$ cat config.mk
export PLATFORM = sky130hd
export DESIGN_NAME = motion_adaptive_rate_controller
export DESIGN_NICKNAME = d
export VERILOG_FILES = /design/src/rtl/core/marc_pkg.sv /design/src/rtl/core/marc_div.sv /design/src/rtl/core/motion_adaptive_rate_controller.sv
export VERILOG_INCLUDE_DIRS = /design/src /design/src/rtl/core
export SDC_FILE = /design/constraint.sdc
export NUM_CORES = 1
export LEC_CHECK = 0
export ABC_CLOCK_PERIOD_IN_PS = 16450
export BUFFER_PORTS_ARGS = -buffer_cell sky130_fd_sc_hd__buf_4
export CORE_MARGIN = 2
export CORE_UTILIZATION = 50
export DETAILED_ROUTE_END_ITERATION = 8
export GPL_ROUTABILITY_DRIVEN = 0
export PLACE_DENSITY = 0.67
export SLEW_MARGIN = 30
export SYNTH_ARGS = -nofsm -noshare
export SYNTH_HDL_FRONTEND = slang
export SYNTH_HIERARCHICAL = 1
export SYNTH_SLANG_ARGS = --single-unit
$ cat constraint.sdc
create_clock -name i_clk -period 16.45 [get_ports i_clk]
set_clock_uncertainty 0.2 [all_clocks]
set_input_delay 1.645 -clock i_clk [delete_from_list [all_inputs] [get_ports i_clk]]
set_output_delay 1.645 -clock i_clk [all_outputs]
set_load 0.005 [all_outputs]
$ cat src/rtl/core/motion_adaptive_rate_controller_macros.svh
// Assertion macros shared by the rate controller RTL.
`ifndef MOTION_ADAPTIVE_RATE_CONTROLLER_MACROS_SVH
`define MOTION_ADAPTIVE_RATE_CONTROLLER_MACROS_SVH

`ifndef SYNTHESIS
// Clocked check, masked while reset is asserted.
`define MARC_ASSERT(lbl, clk, rst_n, prop, msg) \
    lbl: assert property (@(posedge clk) disable iff (!rst_n) prop) \
        else $error(msg);
// Clocked check that also holds through reset.
`define MARC_ASSERT_NR(lbl, clk, prop, msg) \
    lbl: assert property (@(posedge clk) prop) \
        else $error(msg);
`else
`define MARC_ASSERT(lbl, clk, rst_n, prop, msg)
`define MARC_ASSERT_NR(lbl, clk, prop, msg)
`endif

`endif

$ cat src/rtl/core/marc_pkg.sv
// Types and constants of the motion-adaptive rate controller.
`default_nettype none
package marc_pkg;

    localparam int DVD_W = 32;          // divider dividend width
    localparam int DVS_W = 6;           // divider divisor width (window up to 63)
    localparam int CNT_W = 6;           // divider step count width
    localparam int SUM_W = 14;          // window sum: 63 * 255 < 2**14

    localparam int APB_AW = 5;

    localparam logic [2:0] REG_WINDOW_SIZE  = 3'd0;
    localparam logic [2:0] REG_STILL_OFFSET = 3'd1;
    localparam logic [2:0] REG_SENSITIVITY  = 3'd2;
    localparam logic [2:0] REG_HOLD_FRAMES  = 3'd3;
    localparam logic [2:0] REG_SKIP_LIMIT   = 3'd4;
    localparam logic [2:0] REG_STILL_QP     = 3'd5;
    localparam logic [2:0] REG_MAX_QP_AVG   = 3'd6;
    localparam logic [2:0] REG_CTRL_ENABLE  = 3'd7;

    localparam logic [15:0] SCALE_MAGIC = 16'd52429;  // x/10 == (x*SCALE_MAGIC) >> 19
    localparam int          SCALE_SHIFT = 19;
    localparam logic [7:0]  SCENE_MAX   = 8'd255;
    localparam logic [7:0]  CHANGE_STEP = 8'd16;
    localparam logic [7:0]  DROP_MAX    = 8'd16;
    localparam logic [15:0] HOLD_MIN    = 16'd20;
    localparam logic [7:0]  QP_KNEE     = 8'd64;
    localparam int          QP_SHIFT    = 6;

    typedef enum logic [3:0] {
        S_IDLE,
        S_MOD_GO,
        S_MOD,
        S_WR,
        S_SUM,
        S_AVG_GO,
        S_AVG,
        S_MUL1,
        S_MUL2,
        S_DONE
    } t_state;

    typedef struct packed {
        logic             start;
        logic [CNT_W-1:0] nbits;
    } t_div_ctl;

    typedef struct packed {
        logic busy;
    } t_div_sts;

endpackage
`default_nettype wire

$ cat src/rtl/core/marc_div.sv
// Restoring divider, one quotient bit per cycle, left-aligned dividend.
`default_nettype none
module marc_div (
    input  wire                              i_clk,
    input  wire                              i_rst_n,
    input  wire  marc_pkg::t_div_ctl         i_ctl,
    input  wire  [marc_pkg::DVD_W-1:0]       i_dividend,
    input  wire  [marc_pkg::DVS_W-1:0]       i_divisor,
    output marc_pkg::t_div_sts               o_sts,
    output logic [marc_pkg::DVD_W-1:0]       o_quotient,
    output logic [marc_pkg::DVS_W-1:0]       o_remainder
);
    import marc_pkg::*;

    logic [DVD_W-1:0] r_dvd;
    logic [DVS_W-1:0] r_rem;
    logic [DVS_W-1:0] r_dvs;
    logic [CNT_W-1:0] r_cnt;

    logic [DVS_W:0] trial;
    logic [DVS_W:0] trial_sub;
    logic           ge;

    always_comb begin
        trial     = {r_rem, r_dvd[DVD_W-1]};
        ge        = trial >= {1'b0, r_dvs};
        trial_sub = trial - {1'b0, r_dvs};
    end

    always_ff @(posedge i_clk) begin
        if (!i_rst_n) begin
            r_cnt <= '0;
        end else if (i_ctl.start) begin
            r_cnt <= i_ctl.nbits;
        end else if (r_cnt != '0) begin
            r_cnt <= r_cnt - 1'b1;
        end
    end

    // quotient bits shift in from the bottom as dividend bits leave the top
    always_ff @(posedge i_clk) begin
        if (i_ctl.start) begin
            r_dvd <= i_dividend;
            r_rem <= '0;
            r_dvs <= i_divisor;
        end else if (r_cnt != '0) begin
            r_dvd <= {r_dvd[DVD_W-2:0], ge};
            r_rem <= ge ? trial_sub[DVS_W-1:0] : trial[DVS_W-1:0];
        end
    end

    assign o_sts.busy  = (r_cnt != '0);
    assign o_quotient  = r_dvd;
    assign o_remainder = r_rem;

endmodule
`default_nettype wire

$ cat src/rtl/core/motion_adaptive_rate_controller.sv
// Each picture runs through the 32-step slot modulo, the window write, the read sweep of the
//   effective window through the one-port window memory and the 14-step average divide.
// A new picture is taken only after the previous result has been loaded into the output register.
// A finished result waits in the output register while the next picture is taken.
// Reset (synchronous, active low) restores register defaults and clears the window
//   valid bits, so every slot reads DEFAULT_LEVEL until written; no clearing pass.
`default_nettype none
`include "motion_adaptive_rate_controller_macros.svh"
module motion_adaptive_rate_controller #(
    parameter int WINDOW_DEPTH  = 32,
    parameter int DEFAULT_LEVEL = 32,
    parameter int LOWER_MARGIN  = 16
) (
    input  wire                          i_clk,
    input  wire                          i_rst_n,
    // input stream
    input  wire                          i_s_tvalid,
    output logic                         o_s_tready,
    input  wire  [39:0]                  i_s_tdata,   // motion_in[7:0], frame_number[39:8]
    input  wire                          i_s_tuser,   // is_intra
    // result stream
    output logic                         o_m_tvalid,
    input  wire                          i_m_tready,
    // change_rate[0], scene_motion[8:1], raw_average[16:9], skip_frame[17],
    // qp_offset[24:18], zero[31:25]
    output logic [31:0]                  o_m_tdata,
    // configuration
    input  wire                          psel,
    input  wire                          penable,
    input  wire                          pwrite,
    input  wire  [marc_pkg::APB_AW-1:0]  paddr,
    input  wire  [31:0]                  pwdata,
    output logic [31:0]                  prdata,
    output logic                         pready
);
    import marc_pkg::*;

    localparam int         AW      = (WINDOW_DEPTH > 1) ? $clog2(WINDOW_DEPTH) : 1;
    localparam logic [5:0] WIN_CAP = (WINDOW_DEPTH > 63) ? 6'd63 : 6'(WINDOW_DEPTH);
    localparam logic [7:0] DEF_LVL = 8'(DEFAULT_LEVEL);
    localparam logic [7:0] LMARGIN = 8'(LOWER_MARGIN);

    // ---------------- configuration registers ----------------
    logic [5:0]  r_window_size;
    logic [7:0]  r_still_offset;
    logic [7:0]  r_sensitivity;
    logic [15:0] r_hold_frames;
    logic [15:0] r_skip_limit;
    logic [5:0]  r_still_qp;
    logic [5:0]  r_max_qp_avg;
    logic        r_ctrl_enable;

    logic        cfg_wr;
    logic [2:0]  cfg_idx;

    assign pready  = 1'b1;
    assign cfg_idx = paddr[4:2];
    assign cfg_wr  = psel && penable && pwrite && pready;

    always_ff @(posedge i_clk) begin
        if (!i_rst_n) begin
            r_window_size  <= 6'd32;
            r_still_offset <= 8'd0;
            r_sensitivity  <= 8'd10;
            r_hold_frames  <= 16'd30;
            r_skip_limit   <= 16'd0;
            r_still_qp     <= 6'd51;
            r_max_qp_avg   <= 6'd51;
            r_ctrl_enable  <= 1'b1;
        end else if (cfg_wr) begin
            unique case (cfg_idx)
                REG_WINDOW_SIZE:  r_window_size  <= pwdata[5:0];
                REG_STILL_OFFSET: r_still_offset <= pwdata[7:0];
                REG_SENSITIVITY:  r_sensitivity  <= pwdata[7:0];
                REG_HOLD_FRAMES:  r_hold_frames  <= pwdata[15:0];
                REG_SKIP_LIMIT:   r_skip_limit   <= pwdata[15:0];
                REG_STILL_QP:     r_still_qp     <= pwdata[5:0];
                REG_MAX_QP_AVG:   r_max_qp_avg   <= pwdata[5:0];
                REG_CTRL_ENABLE:  r_ctrl_enable  <= pwdata[0];
                default: ;
            endcase
        end
    end

    always_comb begin
        unique case (cfg_idx)
            REG_WINDOW_SIZE:  prdata = {26'd0, r_window_size};
            REG_STILL_OFFSET: prdata = {24'd0, r_still_offset};
            REG_SENSITIVITY:  prdata = {24'd0, r_sensitivity};
            REG_HOLD_FRAMES:  prdata = {16'd0, r_hold_frames};
            REG_SKIP_LIMIT:   prdata = {16'd0, r_skip_limit};
            REG_STILL_QP:     prdata = {26'd0, r_still_qp};
            REG_MAX_QP_AVG:   prdata = {26'd0, r_max_qp_avg};
            REG_CTRL_ENABLE:  prdata = {31'd0, r_ctrl_enable};
            default:          prdata = '0;
        endcase
    end

    // effective window: zero acts as one, clamped to the memory depth (at most 63)
    logic [5:0] win;
    always_comb begin
        if (r_window_size == 6'd0) begin
            win = 6'd1;
        end else if (r_window_size > WIN_CAP) begin
            win = WIN_CAP;
        end else begin
            win = r_window_size;
        end
    end

    // ---------------- picture state ----------------
    t_state      r_state, n_state;
    logic [7:0]  r_motion;
    logic [31:0] r_frame;
    logic        r_intra;
    logic [7:0]  r_last;
    logic [15:0] r_hold;
    logic [15:0] r_skip_run;

    logic        s_xfer;
    assign o_s_tready = (r_state == S_IDLE);
    assign s_xfer     = i_s_tvalid && o_s_tready;

    // ---------------- shared divider ----------------
    t_div_ctl          div_ctl;
    t_div_sts          div_sts;
    logic [DVD_W-1:0]  div_dvd;
    logic [DVD_W-1:0]  div_quo;
    logic [DVS_W-1:0]  div_rem;

    marc_div u_div (
        .i_clk       (i_clk),
        .i_rst_n     (i_rst_n),
        .i_ctl       (div_ctl),
        .i_dividend  (div_dvd),
        .i_divisor   (win),
        .o_sts       (div_sts),
        .o_quotient  (div_quo),
        .o_remainder (div_rem)
    );

    // ---------------- window memory ----------------
    logic [7:0]              mem [WINDOW_DEPTH];
    logic [WINDOW_DEPTH-1:0] r_valid;
    logic [7:0]              r_rd_q;
    logic                    r_rd_vbit;
    logic                    r_rd_en_q;
    logic [AW-1:0]           r_rd_addr;
    logic [5:0]              r_left;
    logic [SUM_W-1:0]        r_sum;
    logic [AW-1:0]           slot;
    logic [7:0]              cored;
    logic [7:0]              elem;
    logic                    mem_we;
    logic                    rd_en;

    assign slot  = AW'(div_rem);
    assign cored = (r_motion > r_still_offset) ? (r_motion - r_still_offset) : 8'd0;
    // slot never written since reset reads as the default level
    assign elem  = r_rd_vbit ? r_rd_q : DEF_LVL;

    always_ff @(posedge i_clk) begin
        if (mem_we) begin
            mem[slot] <= cored;
        end
        if (rd_en) begin
            r_rd_q    <= mem[r_rd_addr];
            r_rd_vbit <= r_valid[r_rd_addr];
        end
    end

    always_ff @(posedge i_clk) begin
        if (!i_rst_n) begin
            r_valid   <= '0;
            r_rd_en_q <= 1'b0;
        end else begin
            if (mem_we) begin
                r_valid[slot] <= 1'b1;
            end
            r_rd_en_q <= rd_en;
        end
    end

    // ---------------- scaling datapath ----------------
    logic [7:0]  r_raw;
    logic [15:0] r_prod;
    logic [31:0] r_q10;
    logic        load_out;

    always_ff @(posedge i_clk) begin
        if (s_xfer) begin
            r_motion <= i_s_tdata[7:0];
            r_frame  <= i_s_tdata[39:8];
            r_intra  <= i_s_tuser;
        end
        // sweep reads slots 0 .. win-1; read data is registered and arrives in the cycle after the address
        if (r_state == S_WR) begin
            r_left    <= win;
            r_rd_addr <= '0;
        end else if (rd_en) begin
            r_left    <= r_left - 6'd1;
            r_rd_addr <= r_rd_addr + 1'b1;
        end
        if (r_state == S_WR) begin
            r_sum <= '0;
        end else if (r_rd_en_q) begin
            r_sum <= r_sum + {{(SUM_W-8){1'b0}}, elem};
        end
        if (r_state == S_MUL1) begin
            r_raw  <= div_quo[7:0];
            r_prod <= {8'd0, div_quo[7:0]} * {8'd0, r_sensitivity};
        end
        if (r_state == S_MUL2) begin
            r_q10 <= {16'd0, r_prod} * {16'd0, SCALE_MAGIC};
        end
    end

    // ---------------- sequencer ----------------
    always_comb begin
        n_state = r_state;
        unique case (r_state)
            S_IDLE:   if (s_xfer) n_state = S_MOD_GO;
            S_MOD_GO: n_state = S_MOD;
            S_MOD:    if (!div_sts.busy) n_state = S_WR;
            S_WR:     n_state = S_SUM;
            S_SUM:    if (r_left == 6'd0 && !r_rd_en_q) n_state = S_AVG_GO;
            S_AVG_GO: n_state = S_AVG;
            S_AVG:    if (!div_sts.busy) n_state = S_MUL1;
            S_MUL1:   n_state = S_MUL2;
            S_MUL2:   n_state = S_DONE;
            S_DONE:   if (!o_m_tvalid || i_m_tready) n_state = S_IDLE;
            default:  n_state = S_IDLE;
        endcase
    end

    always_comb begin
        div_ctl.start = 1'b0;
        div_ctl.nbits = CNT_W'(DVD_W);
        div_dvd       = r_frame;
        mem_we        = 1'b0;
        rd_en         = 1'b0;
        load_out      = 1'b0;
        unique case (r_state)
            S_MOD_GO: div_ctl.start = 1'b1;
            S_WR:     mem_we = 1'b1;
            S_SUM:    rd_en = (r_left != 6'd0);
            S_AVG_GO: begin
                div_ctl.start = 1'b1;
                div_ctl.nbits = CNT_W'(SUM_W);
                div_dvd       = {r_sum, {(DVD_W-SUM_W){1'b0}}};
            end
            S_DONE:   load_out = !o_m_tvalid || i_m_tready;
            default: ;
        endcase
    end

    always_ff @(posedge i_clk) begin
        if (!i_rst_n) begin
            r_state <= S_IDLE;
        end else begin
            r_state <= n_state;
        end
    end

    // ---------------- decision logic ----------------
    logic [12:0] scene_div;
    logic [7:0]  scene_sat;
    logic [7:0]  diff;
    logic [7:0]  lower;
    logic [15:0] hold_dec;
    logic [15:0] hold_len;
    logic        n_change;
    logic [7:0]  n_scene;
    logic [7:0]  n_last;
    logic [15:0] n_hold;
    logic        n_skip;
    logic [15:0] n_skip_run;
    logic [6:0]  ratio;
    logic [5:0]  qdiff;
    logic [12:0] qprod;
    logic [12:0] qround;
    logic [6:0]  n_qp;

    always_comb begin
        scene_div = r_q10[SCALE_SHIFT+12:SCALE_SHIFT];
        scene_sat = (scene_div > {5'd0, SCENE_MAX}) ? SCENE_MAX : scene_div[7:0];
        diff      = (r_last > scene_sat) ? (r_last - scene_sat) : (scene_sat - r_last);
        lower     = (r_last > LMARGIN) ? (r_last - LMARGIN) : 8'd0;
        hold_dec  = (r_hold == 16'd0) ? 16'd0 : (r_hold - 16'd1);
        hold_len  = (r_hold_frames > HOLD_MIN) ? r_hold_frames : HOLD_MIN;

        n_change = 1'b0;
        n_scene  = scene_sat;
        n_last   = r_last;
        n_hold   = hold_dec;
        // hold expired: look for a big step or a drop to zero from a low level
        if (hold_dec == 16'd0) begin
            n_change = (diff >= CHANGE_STEP) ||
                       (scene_sat == 8'd0 && r_last != 8'd0 && r_last <= DROP_MAX);
            if (lower > scene_sat) begin
                n_scene = lower;
            end
            if (n_change) begin
                n_last = n_scene;
                n_hold = hold_len;
            end
        end

        // still window (all slots zero) shows up as a zero sum
        n_skip     = 1'b0;
        n_skip_run = r_skip_run;
        if (r_ctrl_enable && r_skip_limit != 16'd0) begin
            if (r_sum == '0 && r_skip_run < r_skip_limit && !r_intra) begin
                n_skip     = 1'b1;
                n_skip_run = r_skip_run + 16'd1;
            end else begin
                n_skip_run = 16'd0;
            end
        end

        // QP delta = -ceil(ratio * |qdiff| / 64), i.e. floor of the negative product
        ratio  = (r_raw < QP_KNEE) ? 7'(QP_KNEE - r_raw) : 7'd0;
        qdiff  = (r_still_qp < r_max_qp_avg) ? (r_max_qp_avg - r_still_qp) : 6'd0;
        qprod  = {6'd0, ratio} * {7'd0, qdiff};
        qround = qprod + 13'd63;
        n_qp   = r_ctrl_enable ? (7'd0 - {1'b0, qround[QP_SHIFT+5:QP_SHIFT]}) : 7'd0;
    end

    always_ff @(posedge i_clk) begin
        if (!i_rst_n) begin
            r_last     <= DEF_LVL;
            r_hold     <= 16'd0;
            r_skip_run <= 16'd0;
        end else if (load_out) begin
            r_last     <= n_last;
            r_hold     <= n_hold;
            r_skip_run <= n_skip_run;
        end
    end

    // ---------------- output register ----------------
    logic        r_out_valid;
    logic [31:0] r_out_data;

    always_ff @(posedge i_clk) begin
        if (!i_rst_n) begin
            r_out_valid <= 1'b0;
        end else if (load_out) begin
            r_out_valid <= 1'b1;
        end else if (i_m_tready) begin
            r_out_valid <= 1'b0;
        end
    end

    always_ff @(posedge i_clk) begin
        if (load_out) begin
            r_out_data <= {7'd0, n_qp, n_skip, r_raw, n_scene, n_change};
        end
    end

    assign o_m_tvalid = r_out_valid;
    assign o_m_tdata  = r_out_data;

    // ---------------- checks ----------------
    `MARC_ASSERT(a_slot_in_window, i_clk, i_rst_n, (r_state == S_WR) |-> (int'(slot) < int'(win)), "window slot beyond effective window")
    `MARC_ASSERT(a_div_start_idle, i_clk, i_rst_n, div_ctl.start |-> !div_sts.busy, "divider restarted while busy")
    `MARC_ASSERT(a_out_no_clobber, i_clk, i_rst_n, load_out |-> (!r_out_valid || i_m_tready), "pending result overwritten")
    `MARC_ASSERT(a_sweep_bound, i_clk, i_rst_n, (r_state == S_SUM) |-> (r_left <= win), "read sweep longer than window")
    `MARC_ASSERT(a_ready_quiet, i_clk, i_rst_n, o_s_tready |-> (!div_sts.busy && !r_rd_en_q), "input taken while work in flight")

endmodule
`default_nettype wire
After elaboration in Yosys (flattened, before gate mapping)
Memory sizes are Yosys's and may differ from the RTL's. A register that Yosys moved wholly into a read port is not among the register bits.
Cells that the tools add are included.
Widths: inputs -> output; s select.
Word-level totals
  register bits: 343
  memory bits (writable): 256
  input bits: 85
  output and inout port bits: 67
  logic and storage cells: 177
  memories: 1
Memories
  mem: words 32, width 8, read ports 1, clocked after Yosys merged registers in 1, write ports 1, RTL line motion_adaptive_rate_controller.sv:143  | logic [7:0] mem [WINDOW_DEPTH];
Cells by class
  add/subtract/negate cells: 15
  multiply operators: 3
  $lt $le $gt $ge: 16
  eq/ne operators: 21
  mux-type cells: 45
  bitwise gates (word level): 1
  reductions and logical operators: 42
Operators by type and width (number)
  $pmux 32 s8: 1
  $mux 32: 3
  $mux 16: 5
  $mux 8: 7
  $mux 6: 9
  $pmux 4 s10: 1
  $logic_not 16->1: 2
  $mul 16x16->32 const B: 1
  $or 32x32->32: 1
  $gt 8x8->1: 3
  $sub 8x8->8: 3
  $mux 4: 5
  $reduce_and 2->1: 9
  $add 16x1->16 const B: 1
  $eq 4x3->1 const B: 4
  $gt 16x5->1 const B: 1
  $lt 16x16->1: 1
  $mul 8x8->16: 1
  $reduce_bool 16->1: 1
  $sub 16x1->16 const B: 1
  $add 14x8->14: 1
  $logic_not 14->1: 1
  $gt 13x8->1 const B: 1
  $add 12x6->12 const B: 1
  other kinds (41): 79

Longest topological paths before layout
Gate-level depths: netlist of the first run.
  depth after elaboration: 8
  depth in mapped cells: 26
  gate-level depth less buffers: 26

Hierarchy
The synthesis of the first run kept the hierarchy.
By module, submodules not included
  motion_adaptive_rate_controller: times used 1, cells each 2679, area an instance 31509.0 um^2, sequential area each 14513.9 um^2
  marc_div: times used 1, cells each 189, area an instance 2449.8 um^2, sequential area each 1381.3 um^2

Worst setup path before layout of the first run
Ideal clock, no wire load.
  kind: reg-to-reg
  start: register r_max_qp_avg[0]
  end: register r_out_data[23] (netlist: o_m_tdata[23]), data pin
  library setup time: 0.255 ns
  data arrival time: 5.805 ns
  data required time: 15.995 ns
  slack: 10.190 ns
  cell stages (with the launch flop): 26
  buffers on the path: 0
  clock period less this slack: 6.260 ns
  cells stage by stage: dfxtp_1 > inv_1 > ha_1 > inv_1 > fa_1 > a21o_1 > a21o_1 > a211oi_1 > nor2_1 > nand2_1 > nor2_1 > fa_1 > inv_1 > fa_1 > inv_1 > fa_1 > fa_1 > ha_1 > nand4_1 > nor4_1 > a211oi_1 > nor3_1 > xor2_1 > nor3_1 > xnor2_1 > and2_1
On the way
  cells in the longest elaborated chain, start to end: 5
  elaborated cells between the ends (all ways): 6
  classes of those cells: 3 x add/sub; 1 x mul; 1 x order compare; 1 x mux
Ends and longest elaborated chain
  start: declaration: RTL line motion_adaptive_rate_controller.sv:50  | logic [5:0] r_max_qp_avg;
  start signal: assignment: RTL line motion_adaptive_rate_controller.sv:78  | REG_MAX_QP_AVG: r_max_qp_avg <= pwdata[5:0];
  $sub 6x6->6 or $lt 6x6->1 (tied branches): RTL line motion_adaptive_rate_controller.sv:323  | qdiff = (r_still_qp < r_max_qp_avg) ? (r_max_qp_avg - r_still_qp) : 6'd0;
  $mux 6 *: RTL line motion_adaptive_rate_controller.sv:323
  $mul 7x6->12 *: RTL line motion_adaptive_rate_controller.sv:324  | qprod = {6'd0, ratio} * {7'd0, qdiff};
  $add 12x6->12 *: RTL line motion_adaptive_rate_controller.sv:325  | qround = qprod + 13'd63;
  $sub 1x6->7 *: RTL line motion_adaptive_rate_controller.sv:326  | n_qp = r_ctrl_enable ? (7'd0 - {1'b0, qround[QP_SHIFT+5:QP_SHIFT]}) : 7'd0;
  end signal: assignment: RTL line motion_adaptive_rate_controller.sv:357  | r_out_data <= {7'd0, n_qp, n_skip, r_raw, n_scene, n_change};
  end: declaration: RTL line motion_adaptive_rate_controller.sv:343  | logic [31:0] r_out_data;
Mark *: on every way between the ends. The rest lies on a longest branch, timed or not.
A chain may end at the register's enable or synchronous reset.

Worst setup path after layout of the first run
Same ends and word-level chain as after synthesis.

==> metrics, run 1 <==
Synth top area share=0.364; leakage power=15.0 nW; NumNets Final=3,457; Vias=21,800; area growth from synthesis to layout=11.0%; Most used DFF post-synth=edfxtp_1; H-tree levels=2; cell area after synthesis=0.0340 sq mm; Placed Cells incl. Taps=3,772; CTS tree=yes; final worst path period share=0.429; GRT Resource Usage Total=0.220; CP delay by family, top=adder cells; I/O pin count=152; Die X=265 um; post-synthesis instance total=2,868; Hold Crit Depth=2; CTS resizes=0; Tmin final=7.07 ns; Initial Util=0.506; Relative slew margins=0.372; CTS Buf Count=57; area of the die=0.0700 sq mm; Post-synth top cells=edfxtp_1 (412), inv_1 (297), nor2_1 (289), ha_1 (272), nand2_1 (205); IO Port Bufs=109; CP Buf/Inv Count=4; Async S/R FF share, synth=0; Levels on crit path=25; Sw Ratio=0.292; Fill cells=5,476; grt met2 use=0.365; CTS max path bufs=3; Power Density=117 mW/mm^2; clock power share=0.322; root buffer cell=clkbuf_16; DRC errors left=0; cell with the most instances after synthesis=edfxtp_1; RSZ-0062 raised after global routing=no; Rows=95; setup violators final=0; Seq cells post-synth=588; Hold Vio Cnt, Final=0; Post-Place Cell Area=0.0356 sq mm; Worst EP arrival=7.21 ns; setup TNS=0 ns; drt pass-1 iters=5; Hold WC Path Type=flip-flop to flip-flop; antenna violations before repair=0; Final Cell Area=0.0377 sq mm; Core Region=0.0672 sq mm; CTS sink cnt=588; first-pass GRT wire length=122,000 um; worst-case reg-to-reg path depth=25; grt met3 use=0.0290; Int Power=0.00311 W; WP data required=16.60 ns; Final Power=0.00439 W; post-route insts no fill=3,880; Worst Tran Pin Value=0.938 ns; slowest stage cell, crit path=fa_1; drt wl/cell=19.6 um; Synth area leader=edfxtp_1; f_max=0.142 GHz; post-synthesis sequential area ratio=0.468; layout cell share with drive strength beyond 1=0.142; M1 GR Usage=0.307; Final Max Tran Viols=0; hold_ws=0.273 ns; WL final=75,900 um; Ys Warns=6; Netlist cell types=75; combinational share of power=0.243; initial DRC count=1,884; crit path kind=flip-flop to flip-flop; sequential share of power=0.435; number of global-route vias before repair=22,100; total grt overflow=0; clk_lat worst skew=0.64 ns; Net Switching=0.00128 W; DRT antenna net count=0; GR peak layer=met2; Antenna Cells=0; largest net degree at the start of global routing=71; VDD IR-drop max=0.0000947 V; Crit Path Max Fanout=16; CP endpoint kind=flip-flop; chip height=265 um; # hold bufs at CTS=0; number of flops mapped to enable cells by yosys=412; Post-CTS Setup Inserts=0; crit start category=flip-flop; CTS clk-pin slew, worst paths=0.06 ns; Max stage delay on crit path=0.53 ns; top post-synthesis cells by area=edfxtp_1 (36%), dfxtp_1 (10%), ha_1 (10%), fa_1 (8.4%), mux4_2 (6.4%); Detail Placement HPWL=55,100 um; vias per inst=5.62; syn avg cell area=11.8 sq um; MaxCap Viol Count=0; Top cell by count, worst path=fa_1; status=finished clean
[cells by family after synthesis]
family | synth area share
other cells | 0.000221
fa+ha+maj | 0.184
xor+xnor | 0.0253
flops | 0.468
compound gates | 0.0594
buf+inv | 0.0496
simple gates | 0.115
mux | 0.0985
[metrics by stage]
step	utilization	setup slack [ns]
3_3_place_gp	0.530	9.52
5_1_grt	0.561	8.83
2_1_floorplan	-	10.19
6_report	0.561	9.38
4_1_cts	0.561	9.45
3_5_place_dp	0.531	9.49
[path summary, 6_finish.rpt]
| check | from | endpoint | slack (ns) |
|---|---|---|---|
| worst max register to register | r_max_qp_avg[0]$_SDFFE_PN1P_ | o_m_tdata[23]$_SDFFCE_PN0P_ | 9.38 |
| worst min-delay path | r_valid[17]$_SDFFE_PN0P_ | r_valid[17]$_SDFFE_PN0P_ | 0.27 |
| worst min register to register | r_valid[17]$_SDFFE_PN0P_ | r_valid[17]$_SDFFE_PN0P_ | 0.27 |
| worst max-delay path | r_max_qp_avg[0]$_SDFFE_PN1P_ | o_m_tdata[23]$_SDFFCE_PN0P_ | 9.38 |
[sequential cells by signal (all words and copies together), names as in the netlist, 8 cells and up]
signal	count
mem	256
o_m_tdata	25
r_frame	32
r_hold	16
r_hold_frames	16
r_last	8
r_motion	8
r_prod	16
r_q10	13
r_raw	8
r_rd_q	8
r_sensitivity	8
r_skip_limit	16
r_skip_run	16
r_still_offset	8
r_sum	14
r_valid	32
u_div/o_quotient	32
[layer usage]
metal | share of wire | up-vias
met1 | 0.44 | 10800
met3 | 0.060 | 113
met5 | 0 | -
met2 | 0.48 | 657
met4 | 0.022 | 0
li1 | - | 10200
[cell usage in the layout, fill, tap and decap left out, drive strengths merged, types with 60 or more instances in the layout]
master	count
edfxtp	412
inv	298
nor2	291
ha	272
nand2	205
dfxtp	176
fa	142
buf	126
mux4	96
a21oi	92
clkbuf	78
o21ai	69
mux2	66
and2	60
[worst min-delay path, cell delays in order, from the launching register on]
cell and delay [ns]:
dfxtp_1 0.33, nor2_1 0.05, nor2_1 0.07
[area by class of cell]
class	count	area (sq um)	share of cell area
multi-input cells	1887	16600	0.440
flip-flops and latches	588	15900	0.422
clock buffers	78	1620	0.0430
inverters	298	1120	0.0297
well taps	873	1090	0.0290
repair buffers	126	966	0.0256
clock inverters	30	418	0.0111
[power by group through the flow]
stage	registers, W	clock network, W	logic, W
4_1_cts	0.00191	0.00143	0.00108
5_1_grt	0.00193	0.00149	0.00119
6_report	0.00191	0.00141	0.00107
3_3_place_gp	0.00194	0	0.00103
3_5_place_dp	0.00194	0	0.00107
2_1_floorplan	0.00186	0	0.000833
Note: power is estimated with default switching activity, not from simulation.
==> run 2: changes to the inputs <==
- ABC_CLOCK_PERIOD_IN_PS: 16450 -> 6100
- PLACE_DENSITY: 0.67 -> 0.7
- clock period: 16.45 -> 6.1 ns (I/O delays scaled with it)
==> run 2 against run 1 <==
The run now ends with negative setup slack left. Clock-buffer cell count rose by 3. Setup slack lost 9.6 ns. Via count grew 5.1%. First-iteration DRC count shrank 4.1%. Combinational power rose to 2.8 times the previous value. Core utilization rose by 3.0 points. Worst hold slack worse by 0.22 ns. Non-clock buffer count rose by 194. Sequential share of layout area fell by 2.1 points. Final cell count rose by 5.1%. Total power rose to 2.7 times the previous value. Maximum frequency grew 12%. Critical endpoint unchanged. Largest power group unchanged. Highest routed layer unchanged.
==> metrics, run 2 (same netlist as run 1, synthesis figures left out) <==
number of global-route vias before repair=23,300 (was 22,100); Hold Vio Cnt, Final=0 (unchanged); commonest non-fill, non-tap cell in the layout=edfxtp_1 (unchanged); CTS sink cnt=588 (unchanged); failing checks=negative setup slack; most flop-heavy register=mem (unchanged); max reg flops=256 (unchanged); chip height=265 um (unchanged); crit path kind=flip-flop to flip-flop (unchanged); drt pass-1 iters=8 (was 5); DRT antenna net count=0 (unchanged); area of the die=0.0700 sq mm (unchanged); Top cell by count, worst path=fa_1 (unchanged); Vias=22,900 (was 21,800); final worst path period share=1.03 (was 0.429); GRT Resource Usage Total=0.227 (was 0.220); VDD IR-drop max=0.000258 V (was 0.0000947 V); root buffer cell=clkbuf_16 (unchanged); Relative slew margins=0.337 (was 0.372); Worst EP arrival=6.46 ns (was 7.21 ns); first-pass GRT wire length=126,000 um (was 122,000 um); antenna violations before repair=1 (was 0); CTS Buf Count=58 (was 57); CP endpoint kind=flip-flop (unchanged); worst-case reg-to-reg path depth=28 (was 25); pre-CTS WS=-0.295 ns (was 9.49 ns); vias per inst=5.62 (about the same); Final Power=0.0119 W (was 0.00439 W); Hold Crit Depth=3 (was 2); Core Region=0.0672 sq mm (unchanged); IO Port Bufs=109 (unchanged); CTS clk-pin slew, worst paths=0.06 ns (about the same); I/O pin count=152 (unchanged); f_max=0.159 GHz (was 0.142 GHz); Final Max Tran Viols=0 (unchanged); post-route insts no fill=4,076 (was 3,880); slowest stage cell, crit path=fa_1 (unchanged); Crit Path Max Fanout=4 (was 16); Final Util=0.591 (was 0.561); RSZ-0062 raised after global routing=yes (was no); CTS max path bufs=3 (unchanged); leakage power=16.0 nW (was 15.0 nW); DRC errors left=0 (unchanged); Worst Slack Setup Final=-0.194 ns (was 9.38 ns); Detail Placement HPWL=56,100 um (was 55,100 um); WL final=80,300 um (was 75,900 um); Initial Util=0.506 (unchanged); MaxCap Viol Count=0 (unchanged); Max stage delay on crit path=0.53 ns (about the same); status=finished, violations left (was finished clean); Hold WC Path Type=input port to flip-flop (was flip-flop to flip-flop); initial DRC count=1,807 (was 1,884); WP data required=6.27 ns (was 16.60 ns); largest net degree at the start of global routing=83 (was 71); clk_lat worst skew=0.64 ns (about the same); crit start category=flip-flop (unchanged); Worst Tran Pin Value=0.994 ns (was 0.938 ns); total grt overflow=0 (unchanged); drt wl/cell=19.7 um (was 19.6 um); Placed Cells incl. Taps=3,850 (was 3,772); Tmin final=6.29 ns (was 7.07 ns); CTS tree=yes (unchanged); hold_ws=0.0544 ns (was 0.273 ns); H-tree levels=2 (unchanged); Power Density=299 mW/mm^2 (was 117 mW/mm^2); NumNets Final=3,652 (was 3,457); commonest cells after routing, fill and taps aside=edfxtp_1 (412), inv_1 (289), nor2_1 (272) (was edfxtp_1 (412), inv_1 (296), nor2_1 (275)); area growth from synthesis to layout=16.9% (was 11.0%); Rows=95 (unchanged); Die X=265 um (unchanged); setup violators final=6 (was 0); layout cell share with drive strength beyond 1=0.202 (was 0.142); Fill cells=5,154 (was 5,476)
run 2: cell types whose count changed in the layout (fill, tap and decap cells not counted), sizes merged:
| cell | change |
|---|---|
| clkbuf | +3 |
| diode | +1 |
| dlygate4sd3 | +41 |
| bufinv | -3 |
| buf | +153 |
| clkinv | +1 |
run 2: path summary, 6_finish.rpt:
check | start | end | slack, ns
setup / recovery | r_max_qp_avg[0]$_SDFFE_PN1P_ | o_m_tdata[23]$_SDFFCE_PN0P_ | -0.19
hold / removal | pwdata[14] | r_skip_limit[14]$_SDFFE_PN0P_ | 0.05
setup reg to reg | r_max_qp_avg[0]$_SDFFE_PN1P_ | o_m_tdata[23]$_SDFFCE_PN0P_ | -0.19
hold reg to reg | r_valid[7]$_SDFFE_PN0P_ | r_valid[7]$_SDFFE_PN0P_ | 0.27
run 2: layout make-up:
cell class                 instances  area, sq um  area share
clock inverter                    28          360     0.00908
inverter                         298         1120      0.0282
sequential                       588        15900       0.401
tap                              873         1090      0.0275
clock buffer                      81         1620      0.0408
multi-input combinational       1887        17000       0.428
antenna                            1         2.50   0.0000630
timing repair buffer             320         2610      0.0657
run 2: critical path, delay by kind of cell, from the launching register on:
family	cells	cell delay, ns
AOI/OAI and AO/OA	4	0.76
buffers and inverters	7	0.62
DFF	1	0.33
and+or+nand+nor	8	1.15
xor gates and xnor gates	2	0.19
adders and majority gates	7	2.77
run 2: stage by stage:
stage	cell area (sq um)	TNS [ns]
after floorplan	34100	0
after global placement	36200	-0.907
after detailed placement	36200	-2.11
after CTS	39200	-0.00990
after global routing	39700	-2.38
final	39700	-0.702
run 2: per-layer routing:
| layer | global-route usage | vias to the layer above | routed length (um) |
|---|---|---|---|
| li1 | - | 10600 | - |
| met3 | 0.0295 | 156 | 5320 |
| met1 | 0.306 | 11300 | 33400 |
| met5 | 0 | - | 0 |
| met2 | 0.385 | 798 | 39200 |
| met4 | 0.0709 | 0 | 2390 |
run 2: report_power, final:
part / internal, W / leakage, nW / switching, W / total, W
sequential: 0.00480 / 5.22 / 0.000324 / 0.00513
combinational: 0.00140 / 9.83 / 0.00163 / 0.00303
clock: 0.00212 / 0.952 / 0.00158 / 0.00371
run 2: what timing repair did:
action / in CTS / in global routing
hold buffers: 41 / 0
endpoints found under the setup margin: 13 / 14
endpoints found under the hold margin: 41 / 0
pin swaps: 33 / 54
gates resized for setup: 39 / 61
buffers inserted: 60 / 18
gates cloned: 0 / 0
==> run 3: changes to the inputs <==
- ABC_CLOCK_PERIOD_IN_PS: 6100 -> 7950
- PLACE_DENSITY: 0.7 -> 0.67
- clock period: 6.1 -> 7.95 ns (I/O delays scaled with it)
==> run 3 against run 2 <==
The run now ends clean. Sequential share of layout area is 2.3 points higher. Largest power group unchanged. Setup slack improved by 1.1 ns. Critical endpoint unchanged. Highest routed layer unchanged. Clock power down 27%. Non-clock buffer count shrank 194. Final area is 5.4% lower. Register-to-register slack improved by 1.1 ns. Combinational power is 27% lower. Final cell count decreased by 4.8%. Global-route usage decreased by 0.64 points. Core utilization decreased by 3.2 points. Clock-buffer cell count shrank 6. First-iteration DRC count grew 1.2%.
==> metrics, run 3 (same netlist as run 1, synthesis figures left out) <==
status=finished clean (was finished, violations left); setup violators final=0 (was 6); area growth from synthesis to layout=10.6% (was 16.9%); Power Density=237 mW/mm^2 (was 299 mW/mm^2); max reg flops=256 (unchanged); RSZ-0062 raised after global routing=no (was yes); CTS resizes=0 (was 39); RR Endpoint=o_m_tdata[23]$_SDFFCE_PN0P_ (unchanged); number of global-route vias before repair=22,400 (was 23,300); Relative slew margins=0.383 (was 0.337); Max stage delay on crit path=0.55 ns (was 0.53 ns); most flop-heavy register=mem (unchanged); slowest stage cell, crit path=fa_1 (unchanged); CTS Buf Count=59 (was 58); GR peak layer=met2 (unchanged); NumNets Final=3,459 (was 3,652); CTS tree=yes (unchanged); M1 GR Usage=0.302 (was 0.306); f_max=0.143 GHz (was 0.159 GHz); R2R setup slack=0.94 ns (was -0.19 ns); Final Max Tran Viols=0 (unchanged); Top cell by count, worst path=fa_1 (unchanged); Worst Tran Pin Value=0.922 ns (was 0.994 ns); WP data required=8.12 ns (was 6.27 ns); CTS max path bufs=3 (unchanged); clk_lat worst skew=0.63 ns (was 0.64 ns); Vias=21,900 (was 22,900); CTS clk-pin slew, worst paths=0.06 ns (about the same); chip height=265 um (unchanged); drt pass-1 iters=5 (was 8); area of the die=0.0700 sq mm (unchanged); RR Startpoint=r_max_qp_avg[0]$_SDFFE_PN1P_ (unchanged); worst-case reg-to-reg path depth=25 (was 28); VDD IR-drop max=0.000260 V (was 0.000258 V); DRC errors left=0 (unchanged); Rows=95 (unchanged); I/O pin count=152 (unchanged); Tmin final=7.01 ns (was 6.29 ns); Detail Placement HPWL=55,700 um (was 56,100 um); largest net degree at the start of global routing=71 (was 83); Initial Util=0.506 (unchanged); vias per inst=5.63 (was 5.62); # hold bufs at CTS=0 (was 41); IO Port Bufs=109 (unchanged); Final Power=0.00889 W (was 0.0119 W); Worst EP arrival=7.18 ns (was 6.46 ns); grt met2 use=0.366 (was 0.385); CP endpoint kind=flip-flop (unchanged); commonest cells after routing, fill and taps aside=edfxtp_1 (412), inv_1 (296), nor2_1 (277) (was edfxtp_1 (412), inv_1 (289), nor2_1 (272)); DRT antenna net count=0 (unchanged); total grt overflow=0 (unchanged); Post-CTS Setup Inserts=0 (was 60); CTS sink cnt=588 (unchanged); leakage power=15.0 nW (was 16.0 nW); CP Launch Point=r_max_qp_avg[0]$_SDFFE_PN1P_ (unchanged); layout cell share with drive strength beyond 1=0.142 (was 0.202); Hold WC Path Type=input port to flip-flop (unchanged); CP Buf/Inv Count=4 (was 7); commonest non-fill, non-tap cell in the layout=edfxtp_1 (unchanged); GRT Resource Usage Total=0.221 (was 0.227); Crit Path Max Fanout=16 (was 4); first-pass GRT wire length=122,000 um (was 126,000 um); grt met3 use=0.0307 (was 0.0295); root buffer cell=clkbuf_16 (unchanged); drt wl/cell=19.6 um (was 19.7 um); crit path kind=flip-flop to flip-flop (unchanged); Levels on crit path=25 (was 28); Antenna Cells=0 (was 1); MaxCap Viol Count=0 (unchanged); setup TNS=0 ns (was -0.702 ns); initial DRC count=1,829 (was 1,807); crit start category=flip-flop (unchanged); WL final=76,000 um (was 80,300 um); H-tree levels=2 (unchanged); final worst path period share=0.881 (was 1.03); Worst Setup EP=o_m_tdata[23]$_SDFFCE_PN0P_ (unchanged); antenna violations before repair=0 (was 1); Core Region=0.0672 sq mm (unchanged); Hold Vio Cnt, Final=0 (unchanged); Die X=265 um (unchanged); CP delay by family, top=adder cells (unchanged)
## run 3: cell count changes in the layout (fill, tap and decap cells not counted), sizes merged
cell / delta
buf: -153
bufinv: -2
clkbuf: -6
clkinv: +10
clkinvlp: -3
diode: -1
dlygate4sd3: -41
inv: +2
## run 3: through the flow
stage	instance area [sq um]	utilization	worst slack [ns]	instances	hold WS (ns)
floorplan	34000	-	1.69	2892	0.235
global route	37500	0.559	0.365	3882	0.107
finish	37500	0.559	0.945	3882	0.134
global placement	35600	0.530	1.07	3771	0.246
detailed placement	35600	0.531	0.973	3772	0.252
CTS	37500	0.559	0.952	3882	0.105
## run 3: how the worst min path moves through the flow
| stage | cells past startpoint | slack (ns) | start | to |
|---|---|---|---|---|
| final | 1 | 0.13 | i_s_tdata[23] | r_frame[15]$_DFFE_PP_ |
| after global routing | 1 | 0.11 | i_s_tdata[22] | r_frame[14]$_DFFE_PP_ |
| after CTS | 1 | 0.11 | i_s_tdata[23] | r_frame[15]$_DFFE_PP_ |
| after detailed placement | 2 | 0.25 | r_valid[18]$_SDFFE_PN0P_ | r_valid[18]$_SDFFE_PN0P_ |
| after global placement | 2 | 0.25 | r_valid[1]$_SDFFE_PN0P_ | r_valid[1]$_SDFFE_PN0P_ |
| after floorplan | 2 | 0.23 | r_valid[10]$_SDFFE_PN0P_ | r_valid[10]$_SDFFE_PN0P_ |
## run 3: per-layer routing
layer / wire, um / part of all wire
met5: 0 / 0
met4: 2310 / 0.030
met3: 4500 / 0.059
met2: 36100 / 0.48
met1: 33100 / 0.44
## run 3: power by group
part	total (W)	switching (W)	internal (W)
sequential	0.00396	0.000277	0.00369
clock	0.00272	0.00119	0.00153
combinational	0.00220	0.00118	0.00102
## run 3: area by class of cell
type                            count  area, sq um
Clock buffer                       75         1570
Clock inverter                     35          325
Fill cell                        5475        29600
Inverter                          298         1120
Multi-Input combinational cell   1887        16600
Sequential cell                   588        15900
Tap cell                          873         1090
Timing Repair Buffer              126          970
## run 3: worst reg2reg max path, delay by kind of cell (launching register included)
| family | cells | cell delay, ns |
|---|---|---|
| buf+inv | 4 | 0.23 |
| fa+ha+maj | 7 | 2.90 |
| compound gates | 4 | 0.89 |
| simple gates | 8 | 1.80 |
| flops | 1 | 0.32 |
| xor+xnor | 2 | 0.42 |
